## src/rrts_pkg.sv

```systemverilog
// Shared types and constants for the round-robin timeslice scheduler.
`timescale 1ns / 1ps

package rrts_pkg;

    localparam int PID_W         = 4;
    localparam int NPID          = 16;
    localparam int TS_W          = 16;
    localparam int MAX_PROCS_DEF = 16;
    localparam logic [TS_W-1:0] TS_RESET = 16'd10;

    typedef enum logic [2:0] {
        REQ_TICK    = 3'd0,
        REQ_YIELD   = 3'd1,
        REQ_ADD     = 3'd2,
        REQ_REMOVE  = 3'd3,
        REQ_BLOCK   = 3'd4,
        REQ_UNBLOCK = 3'd5,
        REQ_START   = 3'd6
    } t_req;

    typedef enum logic [1:0] {
        ST_OK          = 2'd0,
        ST_FULL        = 2'd1,
        ST_DUP         = 2'd2,
        ST_EMPTY_START = 2'd3
    } t_status;

    typedef enum logic [1:0] {
        QOP_NONE,
        QOP_REMOVE,
        QOP_APPEND
    } t_qop;

    typedef enum logic {
        QS_IDLE,
        QS_SCAN
    } t_qst;

    typedef enum logic [3:0] {
        S_IDLE,
        S_ADD,
        S_REM,
        S_BLK,
        S_CHECK,
        S_RM_CUR,
        S_AP_CUR,
        S_RM_NXT,
        S_AP_NXT,
        S_REPLY
    } t_sst;

    typedef struct packed {
        logic             valid;
        t_qop             op;
        logic [PID_W-1:0] pid;
    } t_q_cmd;

    typedef struct packed {
        logic             done;
        logic             empty;
        logic             full;
        logic [PID_W-1:0] head;
        logic [NPID-1:0]  inq;
    } t_q_stat;

endpackage

```

## src/rrts_queue.sv

```systemverilog
// Ready queue: slot memory with a scan/compact unit, append and presence bits.
`timescale 1ns / 1ps

module rrts_queue import rrts_pkg::*; #(
    parameter int MAX_PROCS = MAX_PROCS_DEF
) (
    input  logic    i_clk,
    input  logic    i_rst_n,
    input  t_q_cmd  i_cmd,
    output t_q_stat o_stat
);

    localparam int IW = $clog2(MAX_PROCS);
    localparam int CW = $clog2(MAX_PROCS + 1);
    localparam logic [CW-1:0] CNT_MAX = CW'(MAX_PROCS);

    logic [PID_W-1:0] r_mem [MAX_PROCS];
    logic [PID_W-1:0] r_rdata;

    t_qst             r_state, n_state;
    logic [CW-1:0]    r_count, n_count;
    logic [NPID-1:0]  r_inq, n_inq;
    logic [PID_W-1:0] r_head, n_head;
    logic             r_done, n_done;
    logic [PID_W-1:0] r_tgt, n_tgt;
    logic [CW-1:0]    r_rd_idx, n_rd_idx;
    logic             r_rd_v, n_rd_v;
    logic [IW-1:0]    r_rd_at, n_rd_at;
    logic             r_found, n_found;

    logic             w_en;
    logic [IW-1:0]    w_addr;
    logic [PID_W-1:0] w_data;
    logic             rd_en;

    always_comb begin
        n_state  = r_state;
        n_count  = r_count;
        n_inq    = r_inq;
        n_head   = r_head;
        n_done   = 1'b0;
        n_tgt    = r_tgt;
        n_rd_idx = r_rd_idx;
        n_rd_v   = r_rd_v;
        n_rd_at  = r_rd_at;
        n_found  = r_found;
        w_en     = 1'b0;
        w_addr   = '0;
        w_data   = i_cmd.pid;
        rd_en    = 1'b0;
        case (r_state)
            QS_IDLE: begin
                if (i_cmd.valid) begin
                    case (i_cmd.op)
                        QOP_APPEND: begin
                            n_done = 1'b1;
                            if (r_count < CNT_MAX) begin
                                w_en             = 1'b1;
                                w_addr           = r_count[IW-1:0];
                                n_count          = r_count + CW'(1);
                                n_inq[i_cmd.pid] = 1'b1;
                            end
                        end
                        QOP_REMOVE: begin
                            if (r_inq[i_cmd.pid]) begin
                                n_tgt    = i_cmd.pid;
                                n_rd_idx = '0;
                                n_rd_v   = 1'b0;
                                n_found  = 1'b0;
                                n_state  = QS_SCAN;
                            end else begin
                                n_done = 1'b1;
                            end
                        end
                        default: ;
                    endcase
                end
            end
            QS_SCAN: begin
                // read slot i while slot i-1 comes back; shift down after the hit
                if (r_rd_idx < r_count) begin
                    rd_en    = 1'b1;
                    n_rd_idx = r_rd_idx + CW'(1);
                    n_rd_at  = r_rd_idx[IW-1:0];
                    n_rd_v   = 1'b1;
                end else begin
                    n_rd_v = 1'b0;
                end
                if (r_rd_v) begin
                    if (r_found) begin
                        w_en   = 1'b1;
                        w_addr = r_rd_at - IW'(1);
                        w_data = r_rdata;
                    end
                    if (r_rdata == r_tgt) begin
                        n_found = 1'b1;
                    end
                    if (CW'(r_rd_at) + CW'(1) == r_count) begin
                        n_count        = r_count - CW'(1);
                        n_inq[r_tgt]   = 1'b0;
                        n_done         = 1'b1;
                        n_rd_v         = 1'b0;
                        n_state        = QS_IDLE;
                    end
                end
            end
            default: n_state = QS_IDLE;
        endcase
        if (w_en && (w_addr == '0)) begin
            n_head = w_data;
        end
    end

    always_ff @(posedge i_clk) begin
        if (!i_rst_n) begin
            r_state <= QS_IDLE;
            r_count <= '0;
            r_inq   <= '0;
            r_done  <= 1'b0;
            r_rd_v  <= 1'b0;
            r_found <= 1'b0;
        end else begin
            r_state <= n_state;
            r_count <= n_count;
            r_inq   <= n_inq;
            r_done  <= n_done;
            r_rd_v  <= n_rd_v;
            r_found <= n_found;
        end
    end

    always_ff @(posedge i_clk) begin
        r_head   <= n_head;
        r_tgt    <= n_tgt;
        r_rd_idx <= n_rd_idx;
        r_rd_at  <= n_rd_at;
    end

    always_ff @(posedge i_clk) begin
        if (w_en) begin
            r_mem[w_addr] <= w_data;
        end
        if (rd_en) begin
            r_rdata <= r_mem[r_rd_idx[IW-1:0]];
        end
    end

    assign o_stat.done  = r_done;
    assign o_stat.empty = (r_count == '0);
    assign o_stat.full  = (r_count >= CNT_MAX);
    assign o_stat.head  = r_head;
    assign o_stat.inq   = r_inq;

endmodule

```

## src/rrts_seq.sv

```systemverilog
// Request sequencer: decodes requests, runs schedule steps on the queue unit.
`timescale 1ns / 1ps

module rrts_seq import rrts_pkg::*; #(
    parameter int MAX_PROCS = MAX_PROCS_DEF
) (
    input  logic             i_clk,
    input  logic             i_rst_n,
    input  logic             i_start,
    output logic             o_busy,
    input  logic [2:0]       i_req_type,
    input  logic [PID_W-1:0] i_process_id,
    input  logic [TS_W-1:0]  i_timeslice,
    input  t_q_stat          i_qstat,
    output t_q_cmd           o_qcmd,
    output logic             o_valid,
    output logic             o_switched,
    output logic             o_prev_valid,
    output logic [PID_W-1:0] o_prev_pid,
    output logic [PID_W-1:0] o_next_pid,
    output logic             o_current_valid,
    output logic [PID_W-1:0] o_current_pid,
    output logic             o_sched_active,
    output logic [1:0]       o_status
);

    t_sst             r_state, n_state;
    logic [TS_W-1:0]  r_phase, n_phase;
    logic [PID_W-1:0] r_cur, n_cur;
    logic             r_known, n_known;
    logic             r_run, n_run;      // current process holds running status
    logic             r_active, n_active;
    logic [PID_W-1:0] r_tgt, n_tgt;
    logic [PID_W-1:0] r_next, n_next;
    logic             r_issued, n_issued;
    logic             r_sw, n_sw;
    logic             r_pv, n_pv;
    logic [PID_W-1:0] r_pvpid, n_pvpid;
    logic [PID_W-1:0] r_nx, n_nx;
    t_status          r_st, n_st;

    t_qop             q_op;
    logic [PID_W-1:0] q_pid;
    logic             pid_ok;
    logic [TS_W:0]    phase_inc;

    assign pid_ok    = (int'(i_process_id) < MAX_PROCS);
    assign phase_inc = {1'b0, r_phase} + (TS_W+1)'(1);

    always_comb begin
        n_state  = r_state;
        n_phase  = r_phase;
        n_cur    = r_cur;
        n_known  = r_known;
        n_run    = r_run;
        n_active = r_active;
        n_tgt    = r_tgt;
        n_next   = r_next;
        n_sw     = r_sw;
        n_pv     = r_pv;
        n_pvpid  = r_pvpid;
        n_nx     = r_nx;
        n_st     = r_st;
        q_op     = QOP_NONE;
        q_pid    = r_tgt;
        case (r_state)
            S_IDLE: begin
                if (i_start) begin
                    n_sw    = 1'b0;
                    n_pv    = 1'b0;
                    n_pvpid = '0;
                    n_nx    = '0;
                    n_st    = ST_OK;
                    n_tgt   = i_process_id;
                    n_state = S_REPLY;
                    case (t_req'(i_req_type))
                        REQ_TICK: begin
                            if (phase_inc >= {1'b0, i_timeslice}) begin
                                n_phase = '0;
                                if (r_active) begin
                                    n_state = S_CHECK;
                                end
                            end else begin
                                n_phase = phase_inc[TS_W-1:0];
                            end
                        end
                        REQ_YIELD: n_state = S_CHECK;
                        REQ_ADD, REQ_UNBLOCK: begin
                            if (pid_ok) begin
                                if (i_qstat.inq[i_process_id]) begin
                                    n_st = ST_DUP;
                                end else if (i_qstat.full) begin
                                    n_st = ST_FULL;
                                end else begin
                                    if (i_process_id == r_cur) begin
                                        n_run = 1'b0;
                                    end
                                    n_state = S_ADD;
                                end
                            end
                        end
                        REQ_REMOVE: begin
                            if (pid_ok) begin
                                n_state = S_REM;
                            end
                        end
                        REQ_BLOCK: begin
                            if (pid_ok) begin
                                if (i_process_id == r_cur) begin
                                    n_run = 1'b0;
                                end
                                n_state = S_BLK;
                            end
                        end
                        REQ_START: begin
                            if (i_qstat.empty) begin
                                n_st = ST_EMPTY_START;
                            end else begin
                                if (!r_known || (r_cur != i_qstat.head)) begin
                                    n_sw = 1'b1;
                                    n_nx = i_qstat.head;
                                end
                                n_cur    = i_qstat.head;
                                n_known  = 1'b1;
                                n_run    = 1'b1;
                                n_active = 1'b1;
                            end
                        end
                        default: ;
                    endcase
                end
            end
            S_ADD: begin
                q_op = QOP_APPEND;
                if (i_qstat.done) begin
                    n_state = S_REPLY;
                end
            end
            S_REM: begin
                q_op = QOP_REMOVE;
                if (i_qstat.done) begin
                    n_state = S_REPLY;
                end
            end
            S_BLK: begin
                q_op = QOP_REMOVE;
                if (i_qstat.done) begin
                    n_state = (r_known && (r_tgt == r_cur)) ? S_CHECK : S_REPLY;
                end
            end
            S_CHECK: begin
                n_next = i_qstat.head;
                if (i_qstat.empty || !r_active) begin
                    n_state = S_REPLY;
                end else if (r_known && (i_qstat.head == r_cur)) begin
                    n_state = S_REPLY;
                end else begin
                    n_state = (r_known && r_run) ? S_RM_CUR : S_RM_NXT;
                end
            end
            S_RM_CUR: begin
                q_op  = QOP_REMOVE;
                q_pid = r_cur;
                if (i_qstat.done) begin
                    n_state = S_AP_CUR;
                end
            end
            S_AP_CUR: begin
                q_op  = QOP_APPEND;
                q_pid = r_cur;
                if (i_qstat.done) begin
                    n_state = S_RM_NXT;
                end
            end
            S_RM_NXT: begin
                q_op  = QOP_REMOVE;
                q_pid = r_next;
                if (i_qstat.done) begin
                    n_state = S_AP_NXT;
                end
            end
            S_AP_NXT: begin
                q_op  = QOP_APPEND;
                q_pid = r_next;
                if (i_qstat.done) begin
                    n_sw    = 1'b1;
                    n_pv    = r_known;
                    n_pvpid = r_known ? r_cur : '0;
                    n_nx    = r_next;
                    n_cur   = r_next;
                    n_known = 1'b1;
                    n_run   = 1'b1;
                    n_state = S_REPLY;
                end
            end
            S_REPLY: n_state = S_IDLE;
            default: n_state = S_IDLE;
        endcase
    end

    // one command per queue step, held off until its done pulse
    assign o_qcmd.valid = (q_op != QOP_NONE) && !r_issued;
    assign o_qcmd.op    = q_op;
    assign o_qcmd.pid   = q_pid;

    always_comb begin
        n_issued = r_issued;
        if (i_qstat.done) begin
            n_issued = 1'b0;
        end else if (o_qcmd.valid) begin
            n_issued = 1'b1;
        end
    end

    always_ff @(posedge i_clk) begin
        if (!i_rst_n) begin
            r_state  <= S_IDLE;
            r_phase  <= '0;
            r_cur    <= '0;
            r_known  <= 1'b0;
            r_run    <= 1'b0;
            r_active <= 1'b0;
            r_issued <= 1'b0;
        end else begin
            r_state  <= n_state;
            r_phase  <= n_phase;
            r_cur    <= n_cur;
            r_known  <= n_known;
            r_run    <= n_run;
            r_active <= n_active;
            r_issued <= n_issued;
        end
    end

    always_ff @(posedge i_clk) begin
        r_tgt   <= n_tgt;
        r_next  <= n_next;
        r_sw    <= n_sw;
        r_pv    <= n_pv;
        r_pvpid <= n_pvpid;
        r_nx    <= n_nx;
        r_st    <= n_st;
    end

    assign o_busy          = (r_state != S_IDLE);
    assign o_valid         = (r_state == S_REPLY);
    assign o_switched      = r_sw;
    assign o_prev_valid    = r_pv;
    assign o_prev_pid      = r_pvpid;
    assign o_next_pid      = r_nx;
    assign o_current_valid = r_known;
    assign o_current_pid   = r_cur;
    assign o_sched_active  = r_active;
    assign o_status        = r_st;

endmodule

```

## src/round_robin_timeslice_scheduler_unit.sv

```systemverilog
// Top level of the round-robin timeslice scheduler.
`timescale 1ns / 1ps

// Round-robin scheduler with a timeslice. A request word (req_type,
// process_id) is taken on a clock edge with start high and busy low; busy
// then stays high until the answer word has been shown. The answer is on
// the o_* result ports for exactly one cycle, marked by o_valid, and must be
// captured then: there is no back-pressure on the result side. Ticks that do
// not reach the timeslice, start, rejected adds and unknown requests go
// straight to the answer word; an add or unblock makes one append first. A
// remove or block of a queued id walks the ready queue memory one slot per
// cycle and compacts it behind the hit. A context switch runs up to two such
// remove passes, each followed by an append, on the same queue memory; that
// scan is what sets the item time. The timeslice register (reset 10, 0
// behaves as 1) is written through the cfg channel, which is always ready;
// write it only while busy is low. The tick phase is not cleared by a
// write. No clearing pass follows reset.
module round_robin_timeslice_scheduler_unit import rrts_pkg::*; #(
    parameter int MAX_PROCS = MAX_PROCS_DEF
) (
    input  logic             i_clk,
    input  logic             i_rst_n,
    input  logic             start,
    output logic             busy,
    input  logic [2:0]       i_req_type,
    input  logic [PID_W-1:0] i_process_id,
    output logic             o_valid,
    output logic             o_switched,
    output logic             o_prev_valid,
    output logic [PID_W-1:0] o_prev_pid,
    output logic [PID_W-1:0] o_next_pid,
    output logic             o_current_valid,
    output logic [PID_W-1:0] o_current_pid,
    output logic             o_sched_active,
    output logic [1:0]       o_status,
    input  logic             i_cfg_valid,
    output logic             o_cfg_ready,
    input  logic [TS_W-1:0]  i_cfg_timeslice_ticks
);

    logic [TS_W-1:0] r_timeslice;
    t_q_cmd          q_cmd;
    t_q_stat         q_stat;

    // timeslice register
    assign o_cfg_ready = 1'b1;

    always_ff @(posedge i_clk) begin
        if (!i_rst_n) begin
            r_timeslice <= TS_RESET;
        end else if (i_cfg_valid && o_cfg_ready) begin
            r_timeslice <= i_cfg_timeslice_ticks;
        end
    end

    // sequencer: decode, tick phase, scheduling decisions
    rrts_seq #(
        .MAX_PROCS (MAX_PROCS)
    ) u_seq (
        .i_clk           (i_clk),
        .i_rst_n         (i_rst_n),
        .i_start         (start),
        .o_busy          (busy),
        .i_req_type      (i_req_type),
        .i_process_id    (i_process_id),
        .i_timeslice     (r_timeslice),
        .i_qstat         (q_stat),
        .o_qcmd          (q_cmd),
        .o_valid         (o_valid),
        .o_switched      (o_switched),
        .o_prev_valid    (o_prev_valid),
        .o_prev_pid      (o_prev_pid),
        .o_next_pid      (o_next_pid),
        .o_current_valid (o_current_valid),
        .o_current_pid   (o_current_pid),
        .o_sched_active  (o_sched_active),
        .o_status        (o_status)
    );

    // ready queue: slot memory plus the scan/compact unit
    rrts_queue #(
        .MAX_PROCS (MAX_PROCS)
    ) u_queue (
        .i_clk   (i_clk),
        .i_rst_n (i_rst_n),
        .i_cmd   (q_cmd),
        .o_stat  (q_stat)
    );

    // one answer word per request, then back to idle
    a_one_word: assert property (@(posedge i_clk) disable iff (!i_rst_n)
        o_valid |=> !o_valid && !busy)
        else $error("answer word not followed by idle");

    a_take_busy: assert property (@(posedge i_clk) disable iff (!i_rst_n)
        start && !busy |=> busy)
        else $error("request taken without going busy");

    // a switch always lands on the reported next process
    a_switch_cur: assert property (@(posedge i_clk) disable iff (!i_rst_n)
        o_valid && o_switched |-> o_current_valid && (o_current_pid == o_next_pid))
        else $error("switch does not match current process");

    a_reject_no_switch: assert property (@(posedge i_clk) disable iff (!i_rst_n)
        o_valid && (o_status != ST_OK) |-> !o_switched && !o_prev_valid)
        else $error("rejected request reported a switch");

endmodule

```

## config.mk

```make
export PLATFORM = sky130hd
export DESIGN_NAME = round_robin_timeslice_scheduler_unit
export DESIGN_NICKNAME = d
export VERILOG_FILES = /design/src/rrts_pkg.sv /design/src/rrts_queue.sv /design/src/rrts_seq.sv /design/src/round_robin_timeslice_scheduler_unit.sv
export SDC_FILE = /design/constraint.sdc
export NUM_CORES = 1
export LEC_CHECK = 0
export BUFFER_PORTS_ARGS = -buffer_cell sky130_fd_sc_hd__buf_2
export CAP_MARGIN = 5
export CORE_UTILIZATION = 55
export CTS_CLUSTER_DIAMETER = 80
export CTS_CLUSTER_SIZE = 14
export DETAILED_ROUTE_END_ITERATION = 10
export PLACE_DENSITY = 0.83
export SLEW_MARGIN = 20
export SYNTH_ARGS = -nofsm -noshare
export SYNTH_HDL_FRONTEND = slang
export SYNTH_SLANG_ARGS = --single-unit
export TNS_END_PERCENT = 30
```

## constraint.sdc

```tcl
create_clock -name i_clk -period 7.43 [get_ports i_clk]
set_clock_uncertainty 0.05 [all_clocks]
set_input_delay 0.3715 -clock i_clk [delete_from_list [all_inputs] [get_ports i_clk]]
set_output_delay 0.3715 -clock i_clk [all_outputs]
set_load 0.01 [all_outputs]
```

==> results of run 1 <==
==> cell usage after synthesis, types with 3 or more instances <==
cell type / instances / area [um^2]
nand2_1: 73 / 274
dfxtp_1: 69 / 1380
nor2_2: 3 / 18.8
mux4_2: 26 / 586
a31oi_1: 6 / 37.5
nor3_1: 11 / 55.1
edfxtp_1: 101 / 3030
a22oi_1: 3 / 22.5
a311oi_1: 4 / 35.0
nand4_1: 3 / 18.8
nand3_1: 37 / 185
nor2_1: 78 / 293
nand3b_1: 4 / 30.0
mux2i_1: 23 / 230
xor2_1: 19 / 166
ha_1: 30 / 375
o21ai_0: 43 / 215
or2_2: 4 / 25.0
a211oi_1: 4 / 30.0
nand2b_1: 7 / 43.8
a211o_1: 3 / 26.3
or3_1: 7 / 43.8
o311ai_0: 4 / 35.0
buf_2: 4 / 20.0
buf_1: 7 / 26.3
inv_1: 41 / 154
clkbuf_1: 33 / 124
and2_1: 6 / 37.5
a21oi_1: 45 / 225
o22ai_1: 7 / 43.8
nor4_1: 5 / 31.3
o41ai_1: 4 / 35.0
and3_1: 10 / 62.6
a21o_1: 17 / 128
xnor2_1: 26 / 228
o211ai_1: 16 / 120
o21a_1: 4 / 30.0
==> worst max-delay path, stage by stage (launching register included) <==
cell	delay (ns)
dfxtp_1	0.95
nor2b_1	0.29
a21oi_1	0.09
o32a_1	0.24
ha_1	0.23
nor3_1	0.30
nand3_1	0.21
a2bb2oi_1	0.81
nand2_1	0.27
or3_1	0.42
o311ai_0	0.31
o21ai_0	0.14
==> state kept, by name, indices dropped and copies added (netlist names), 2 cells and up <==
name	flops
u_queue.r_mem	63
r_timeslice	16
u_queue.r_inq	16
u_seq.r_phase	16
u_queue.r_count	5
u_queue.r_rd_idx	5
u_queue.r_rd_at	4
u_queue.r_rdata	4
u_queue.r_tgt	4
u_seq.o_current_pid	4
u_seq.o_next_pid	4
u_seq.o_prev_pid	4
u_seq.r_next	4
u_seq.r_state	4
u_seq.r_tgt	4
u_seq.o_status	2
==> path summary, 6_finish.rpt <==
kind,from,to,depth (start not counted)
min,i_cfg_timeslice_ticks[3],r_timeslice[3],3
min reg2reg,u_seq.r_phase[1],u_seq.r_phase[1],2
max reg2reg,u_seq.r_state[2],u_queue.r_inq[0],11
max,u_seq.r_state[2],u_queue.r_inq[0],11
==> power groups by stage <==
stage	logic, uW	clock network [uW]	registers, uW
floorplan	383	0	1160
global placement	474	0	1190
detailed placement	489	0	1200
CTS	494	907	1180
global route	554	940	1180
finish	504	901	1180
==> stage by stage <==
step                      instances  hold slack [ns]  total power [uW]
final                          1089            0.102              2580
after global routing           1089            0.115              2680
after CTS                      1089           0.0976              2580
after detailed placement       1057            0.432              1680
after global placement         1057            0.414              1670
after floorplan                 840            0.402              1540
==> area by class of cell <==
type                            instances  area (um^2)
Multi-Input combinational cell        576         4120
Fill cell                            1195         5990
Clock inverter                         14          174
Clock buffer                           18          429
Sequential cell                       170         4410
Timing Repair Buffer                   50          260
Tap cell                              216          270
Inverter                               45          170
==> metal layers <==
layer / GRT usage (%) / part of all wire [%] / up-vias
li1: - / - / 3126
met1: 30.8 / 41 / 3177
met2: 41.9 / 50 / 292
met3: 5.08 / 5.8 / 42
met4: 11.4 / 3.0 / 0
met5: 0 / 0 / -
==> cells by family after synthesis <==
family / synth area share (%)
simple gates: 14.0
mux: 9.29
flops: 49.6
xor+xnor: 4.61
compound gates: 13.7
fa+ha+maj: 4.55
buf+inv: 4.30
other cells: 0.0421
==> impl_metrics.tcl, run 1 <==
set metrics [dict create \
    grt_overflow_total 0 \
    syn_area_um2 8910 \
    cts-root-buf "clkbuf_16" \
    globalplace.congestion 0.908 \
    power.internal_uw 1770 \
    rows 46 \
    final_cell_mix "edfxtp_1, nor2_1, nand2_1, dfxtp_1, buf_2" \
    synth_ff_type "edfxtp_1" \
    cts_setup_buffers 0 \
    start_util_pct 56.3 \
    drv_slew 0 \
    cts.htree.levels 4 \
    final_core_util_pct 62.2 \
    clk_latency_ns 0.44 \
    timing.fmax_ghz 0.224 \
    cellPowerDensity_nw_per_um2 262 \
    synthArstFlopShare_pct 0 \
    grtUsageTotal_pct 24.9 \
    critPathMaxFanout 30 \
    antenna_left 0 \
    crit_path_end_kind "register" \
    fin_crit_ns 4.47 \
    dieArea_um2 16700 \
    dp_hpwl_um 13800 \
    grt_max_degree 39 \
    criticalPathCategory "reg2reg" \
    pin_count 48 \
    rsz0062_at_grt "false" \
    final_common_cell "edfxtp_1" \
    avgSynthCellArea_um2 10.6 \
    grt_pass1_vias 6278 \
    setup_ws_ns 2.96 \
    port_buffers 46 \
    core_um2 15800 \
    drc 0 \
    wirelength_um 19800 \
    synth_nets 898 \
    post_cts_resized 0 \
    die_y_um 129 \
    via_count 6637 \
    hp-class "in2reg" \
    power_frac_comb_pct 19.5 \
    insertedDiodeCount 0 \
    worstPathRequired_ns 7.68 \
    cellLeakagePower_uw 0.00368 \
    post_drt_wl_per_cell_um 18.2 \
    fin_area_um2 9840 \
    place_ws_ns 3.10 \
    ys_warn_count 0 \
    synth_edf_count 101 \
    power_switching_uw 817 \
    cp.arrival_ns 4.72 \
    status "finished, final reports clean" \
    final_nets 918 \
    cts_sinks 170 \
    numCtsBuffers 17 \
    clkPwrFrac_pct 34.9 \
    viasPerCell 6.09 \
    area_growth_pct 10.5 \
    die_x_um 129 \
    maxCapViolCount 0 \
    switching_share_pct 31.6 \
    yosysSeqAreaShare_pct 49.6 \
    fin_crit_sh_pct 60.1 \
    synth.distinct_cells 78 \
    grt_pass1_wl_um 32000 \
    drive_above_1_share_pct 14.7 \
    worst-r2r-setup-slack_ns 2.96 \
    hold_viol_final 0 \
    p_seq_share_pct 45.6 \
    cts_hold_buf 0 \
    drtPass1Iterations 7 \
    worstSetupStartpointType "register" \
    ys_seq_elements 170 \
    clk_pin_slew_ns 0.07 \
    vdd_drop_max_v 0.000188 \
    drt_iter0_markers 560 \
    cts_tree "built" \
    dpl_cell_area_um2 9220 \
    setup_viol 0 \
    ctsLongestPathBuffers 2 \
    fin_setup_tns_ns 0 \
    syn_inst 840 \
    antenna_found_initial 0 \
    maxSlewHeadroom_pct 25.8 \
    worst_pin_slew_ns 1.11 \
]
(Power assumes the default switching activity.)
==> run 2: changes to the inputs <==
Clock period 7.43 ns to 4.3 ns, I/O delays scaled along.
==> impl_metrics.tcl, run 2 (same netlist as run 1, synthesis figures left out) <==
set metrics [dict create \
    drc 0 \
    maxSlewHeadroom_pct 48.4 \
    dieArea_um2 16700 \
    drtPass1Iterations 8 \
    worst_pin_slew_ns 0.773 \
    antenna_left 0 \
    cts_sinks 170 \
    globalplace.congestion 0.925 \
    numCtsBuffers 17 \
    viasPerCell 6.04 \
    drt_iter0_markers 682 \
    drive_above_1_share_pct 14.9 \
    fin_crit_sh_pct 90.2 \
    wirelength_um 19800 \
    worstPathCellList "ha_1, nand3_1, nor4_2, nand3_1, nor2_1, xor2_1, ha_1, a21oi_1, o31ai_1, a211o_1, a21oi_1, buf_4, nand2_1, mux2_2, nor2_1" \
    cpLargestDelayFamily "simple AND/OR/NAND/NOR gates" \
    crit_buf_inv 1 \
    slowest_stage "nor4_2" \
    fin_setup_tns_ns 0 \
    rows 46 \
    core_um2 15800 \
    area_growth_pct 13.1 \
    grt_overflow_total 0 \
    criticalPathCategory "reg2reg" \
    fin_crit_ns 3.88 \
    insertedDiodeCount 0 \
    final_cell_mix "edfxtp_1, nor2_1, nand2_1, dfxtp_1, buf_2" \
    setup_viol 0 \
    final_nets 944 \
    grt_pass1_vias 6377 \
    total_power_uw 4480 \
    vdd_drop_max_v 0.000290 \
    maxCapViolCount 0 \
    ctsLongestPathBuffers 2 \
    port_buffers 46 \
    pin_count 48 \
    timing.fmax_ghz 0.258 \
    hold_viol_final 0 \
    registers.top_by_ff_count "u_queue.r_mem" \
    cts.htree.levels 4 \
    die_y_um 129 \
    clk_pin_slew_ns 0.07 \
    critPathMaxFanout 19 \
    place_inst 1065 \
    worstSetupStartpointType "register" \
    via_count 6736 \
    start_util_pct 56.3 \
    instances_no_fill 1115 \
    cts-root-buf "clkbuf_16" \
    post_drt_wl_per_cell_um 17.7 \
    cp.arrival_ns 4.20 \
    cellPowerDensity_nw_per_um2 444 \
    drv_slew 0 \
    worstPathRequired_ns 4.62 \
    cts_tree "built" \
    cellLeakagePower_uw 0.00379 \
    grt_max_degree 37 \
    antenna_found_initial 0 \
    final_common_cell "edfxtp_1" \
    status "finished, final reports clean" \
    crit_path_end_kind "register" \
    grtUsageTotal_pct 25.1 \
    cts_setup_buffers 0 \
    die_x_um 129 \
    clk_latency_ns 0.43 \
    dp_hpwl_um 13500 \
    hp-class "in2reg" \
    grt_pass1_wl_um 32300 \
    largest_register_ffs 63 \
    max_stage_delay_ns 0.49 \
    fill_cells 1219 \
    rsz0062_at_grt "false" \
]
==> run 2: power breakdown <==
group / total [uW] / leakage, uW / switching [uW] / internal, uW
Clock: 1550 / 0.000289 / 717 / 832
Sequential: 2030 / 0.00148 / 121 / 1900
Combinational: 902 / 0.00202 / 563 / 340
Total: 4480 / 0.00379 / 1400 / 3080
==> run 2: per-layer routing <==
| metal | vias to the layer above | wire length, um | GRT usage, % |
|---|---|---|---|
| li1 | 3178 | - | - |
| met1 | 3243 | 8270 | 31.9 |
| met2 | 271 | 9780 | 42.6 |
| met3 | 44 | 1170 | 3.96 |
| met4 | 0 | 557 | 11.0 |
| met5 | - | 0 | 0 |
==> run 2: worst paths after layout <==
kind                            slack, ns  depth (start not counted)                to        startpoint
worst max-delay path                 0.42                         15  u_seq.r_phase[0]  u_seq.r_phase[0]
worst min-delay path                 0.04                          1    u_seq.r_tgt[1]   i_process_id[1]
worst max register to register       0.42                         15  u_seq.r_phase[0]  u_seq.r_phase[0]
worst min register to register       0.43                          2    u_seq.r_issued    u_seq.r_issued
==> run 2: layout make-up <==
| class | instances | area [um^2] | area share (%) |
|---|---|---|---|
| well taps | 216 | 270 | 2.68 |
| clock inverters | 15 | 180 | 1.79 |
| clock buffers | 17 | 425 | 4.22 |
| inverters | 45 | 170 | 1.69 |
| flip-flops and latches | 170 | 4410 | 43.8 |
| multi-input cells | 576 | 4120 | 40.8 |
| repair buffers | 76 | 500 | 4.97 |
==> run 2: through the flow <==
step           hold WS (ns)  area (um^2)  setup slack, ns  utilization (%)
2_1_floorplan         0.264         8910            0.632                -
3_3_place_gp          0.385         9280            0.500             58.7
3_5_place_dp          0.389         9280            0.365             58.7
4_1_cts              0.0208        10100            0.326             63.6
5_1_grt              0.0392        10100            0.185             63.7
6_report             0.0429        10100            0.421             63.7
==> run 2: timing repair <==
action / CTS / global route
setup endpoints to repair: 0 / 1
resized for setup: 0 / 1
hold endpoints to repair: 18 / 0
hold buffers: 18 / 0
==> run 2: worst reg2reg max path: stages (launching register included) <==
cell,delay [ns]
dfxtp_1,0.41
ha_1,0.23
nand3_1,0.18
nor4_2,0.49
nand3_1,0.24
nor2_1,0.17
xor2_1,0.21
ha_1,0.29
a21oi_1,0.17
o31ai_1,0.09
a211o_1,0.31
a21oi_1,0.13
buf_4,0.25
nand2_1,0.22
mux2_2,0.32
nor2_1,0.07
==> run 3: changes to the inputs <==
--- a/config.mk
+++ b/config.mk
@@ -16,4 +16,5 @@
 export SYNTH_ARGS = -nofsm -noshare
 export SYNTH_HDL_FRONTEND = slang
+export SYNTH_HIERARCHICAL = 1
 export SYNTH_SLANG_ARGS = --single-unit
 export TNS_END_PERCENT = 30
==> constraint.sdc (replaced) <==
create_clock -name i_clk -period 3.86 [get_ports i_clk]
set_clock_uncertainty 0.05 [all_clocks]
set_input_delay 0.965 -clock i_clk [delete_from_list [all_inputs] [get_ports i_clk]]
set_output_delay 0.965 -clock i_clk [all_outputs]
set_load 0.01 [all_outputs]
==> impl_metrics.tcl, run 3 <==
set metrics [dict create \
    status "finished, final reports clean" \
    synth_xor_area_share_pct 4.11 \
    syn_inst 866 \
    die_y_um 131 \
    ys_seq_elements 170 \
    yosys.area.top_type_share_pct 33.1 \
    fin_crit_ns 3.70 \
    hold_depth 2 \
    synth_top_area_cell "edfxtp_1" \
    rsz0062_at_grt "false" \
    final_common_cell "edfxtp_1" \
    via_count 6927 \
    syn_area_um2 9150 \
    register_area_um2 4410 \
    clk_pin_slew_ns 0.07 \
    cts_sinks 170 \
    maxSlewHeadroom_pct 38.2 \
    worst-r2r-setup-slack_ns 0.16 \
    ys_top_cells_by_area "edfxtp_1, dfxtp_1, mux4_2" \
    worstPathRequired_ns 4.14 \
    grt_max_degree 26 \
    cts_hold_buf 0 \
    final_nets 945 \
    worst_pin_slew_ns 0.925 \
    worstRegToRegCells 11 \
    cts-root-buf "clkbuf_16" \
    fin_area_um2 10100 \
    synth_nets 924 \
    globalplace.congestion 0.885 \
    hp-class "reg2reg" \
    dpl_cell_area_um2 9480 \
    r2r_end "u_seq/r_phase[2]" \
    final_core_util_pct 62.7 \
    drive_above_1_share_pct 15.0 \
    port_buffers 46 \
    die_x_um 131 \
    grt_pass1_vias 6562 \
    synth.area.mux_share_pct 9.12 \
    criticalPathCategory "reg2reg" \
    rows 46 \
    cts.htree.levels 4 \
    clk_latency_ns 0.44 \
    drt_iter0_markers 733 \
    largest_register_ffs 61 \
    total_power_uw 5120 \
    cellPowerDensity_nw_per_um2 508 \
    start_util_pct 57.0 \
    vdd_drop_max_v 0.000367 \
    synth_top_family_by_area "simple AND/OR/NAND/NOR gates" \
    antenna_left 0 \
    r2r_start "u_seq/r_phase[2]" \
    antenna_found_initial 0 \
    whs_ns 0.422 \
    cellLeakagePower_uw 0.00375 \
    wirelength_um 20900 \
    maxCapViolCount 0 \
    crit_path_end_kind "register" \
    fill_cells 1240 \
    fin_setup_tns_ns 0 \
    synth_ff_type "edfxtp_1" \
    yosysMostFrequentCell "edfxtp_1" \
    grtUsageTotal_pct 25.6 \
    cp.arrival_ns 3.99 \
    drv_slew 0 \
    insertedDiodeCount 0 \
    dp_hpwl_um 14400 \
    numCtsBuffers 17 \
    hold_viol_final 0 \
    drtPass1Iterations 5 \
    synth_compound_area_share_pct 13.2 \
    ctsLongestPathBuffers 2 \
    cts_tree "built" \
    grt_overflow_total 0 \
    yosysSeqAreaShare_pct 48.2 \
    drc 0 \
    synth_adder_area_share_pct 4.32 \
    ys_warn_count 6 \
    synth.distinct_cells 74 \
    final_cell_mix "edfxtp_1, nand2_1, dfxtp_1, nor2_1, buf_2" \
    viasPerCell 6.21 \
    grt_pass1_wl_um 33000 \
    registers.top_by_ff_count "u_queue/r_mem" \
    ys_top_cells_by_count "edfxtp_1, nand2_1, dfxtp_1" \
    min_from "r_timeslice[3]" \
    multi_input_area_um2 4280 \
    pin_count 48 \
    dieArea_um2 17200 \
    setup_viol 0 \
    fin_crit_sh_pct 95.9 \
    avgSynthCellArea_um2 10.6 \
    synth_edf_count 101 \
    area_growth_pct 10.0 \
    core_um2 16100 \
    post_drt_wl_per_cell_um 18.7 \
    timing.fmax_ghz 0.270 \
    synthArstFlopShare_pct 0 \
    hold-path-endpoint "r_timeslice[3]" \
    synth-simple-area-share_pct 15.8 \
    worstSetupStartpointType "register" \
    critPathMaxFanout 16 \
]
==> run 3: changes by cell type after synthesis, sizes merged, moves of 8 or more <==
cell,previous run,this run
a21o,17,9
o21ai,45,31
nor2b,2,24
a21oi,45,31
o311ai,6,16
mux2i,23,35
nor2,81,60
nand3b,4,14
clkbuf,34,42
o211ai,16,3
==> run 3: metal layers <==
layer	up-vias	share of wire [%]	global-route usage, %
met5	-	0	0
met4	0	2.4	11.0
met3	49	7.4	6.68
met2	299	49	41.2
met1	3332	41	32.6
li1	3247	-	-
==> run 3: critical path, stage by stage (launching register included) <==
cell and delay (ns):
dfxtp_1 0.45, nand4_1 0.18, or3_1 0.51, nor2_1 0.24, xor2_1 0.10, ha_1 0.29
nand3_1 0.10, or4_1 0.52, or4_4 0.44, and3_4 0.25, a21o_1 0.19, a32o_1 0.26
==> run 3: how the worst max path moves through the flow <==
stage                       endpoint        startpoint  slack, ns
global placement    u_seq/r_phase[2]  u_seq/r_phase[2]       0.30
CTS                 u_seq/r_phase[2]  u_seq/r_phase[2]       0.19
floorplan           u_seq/r_phase[2]  u_seq/r_phase[4]       0.22
global route        u_seq/r_phase[2]  u_seq/r_phase[0]       0.01
detailed placement  u_seq/r_phase[4]  u_seq/r_phase[2]       0.25
finish              u_seq/r_phase[2]  u_seq/r_phase[2]       0.16
==> run 3: cells by family after synthesis <==
group / Yosys count
AO/OA/AOI/OAI: 173
XOR/XNOR: 43
adder cells (fa/ha/maj): 31
buffers and inverters: 106
flip-flops: 170
multiplexers: 59
other: 1
AND/OR/NAND/NOR: 283
==> run 3: power breakdown <==
part	total (uW)	internal (uW)	leakage [uW]	switching [uW]
Combinational	1210	429	0.00200	780
Sequential	2250	2140	0.00147	109
Clock	1660	861	0.000279	796
==> run 3: stage by stage <==
stage / setup slack [ns] / cells
after floorplan: 0.224 / 866
after global routing: 0.0108 / 1116
after CTS: 0.190 / 1114
final: 0.157 / 1116
after detailed placement: 0.246 / 1082
after global placement: 0.303 / 1082
==> run 3: area by class of cell <==
cell class                      instances  share of cell area, %
Tap cell                              216                   2.68
Clock buffer                           17                   4.22
Timing Repair Buffer                   66                   3.78
Inverter                               42                   1.57
Clock inverter                         15                   1.47
Sequential cell                       170                   43.8
Multi-Input combinational cell        590                   42.5
==> run 3: repair_timing <==
action / in CTS / in global routing
endpoints found under the setup margin: 0 / 3
resized for setup: 0 / 1
buffers inserted: 0 / 2
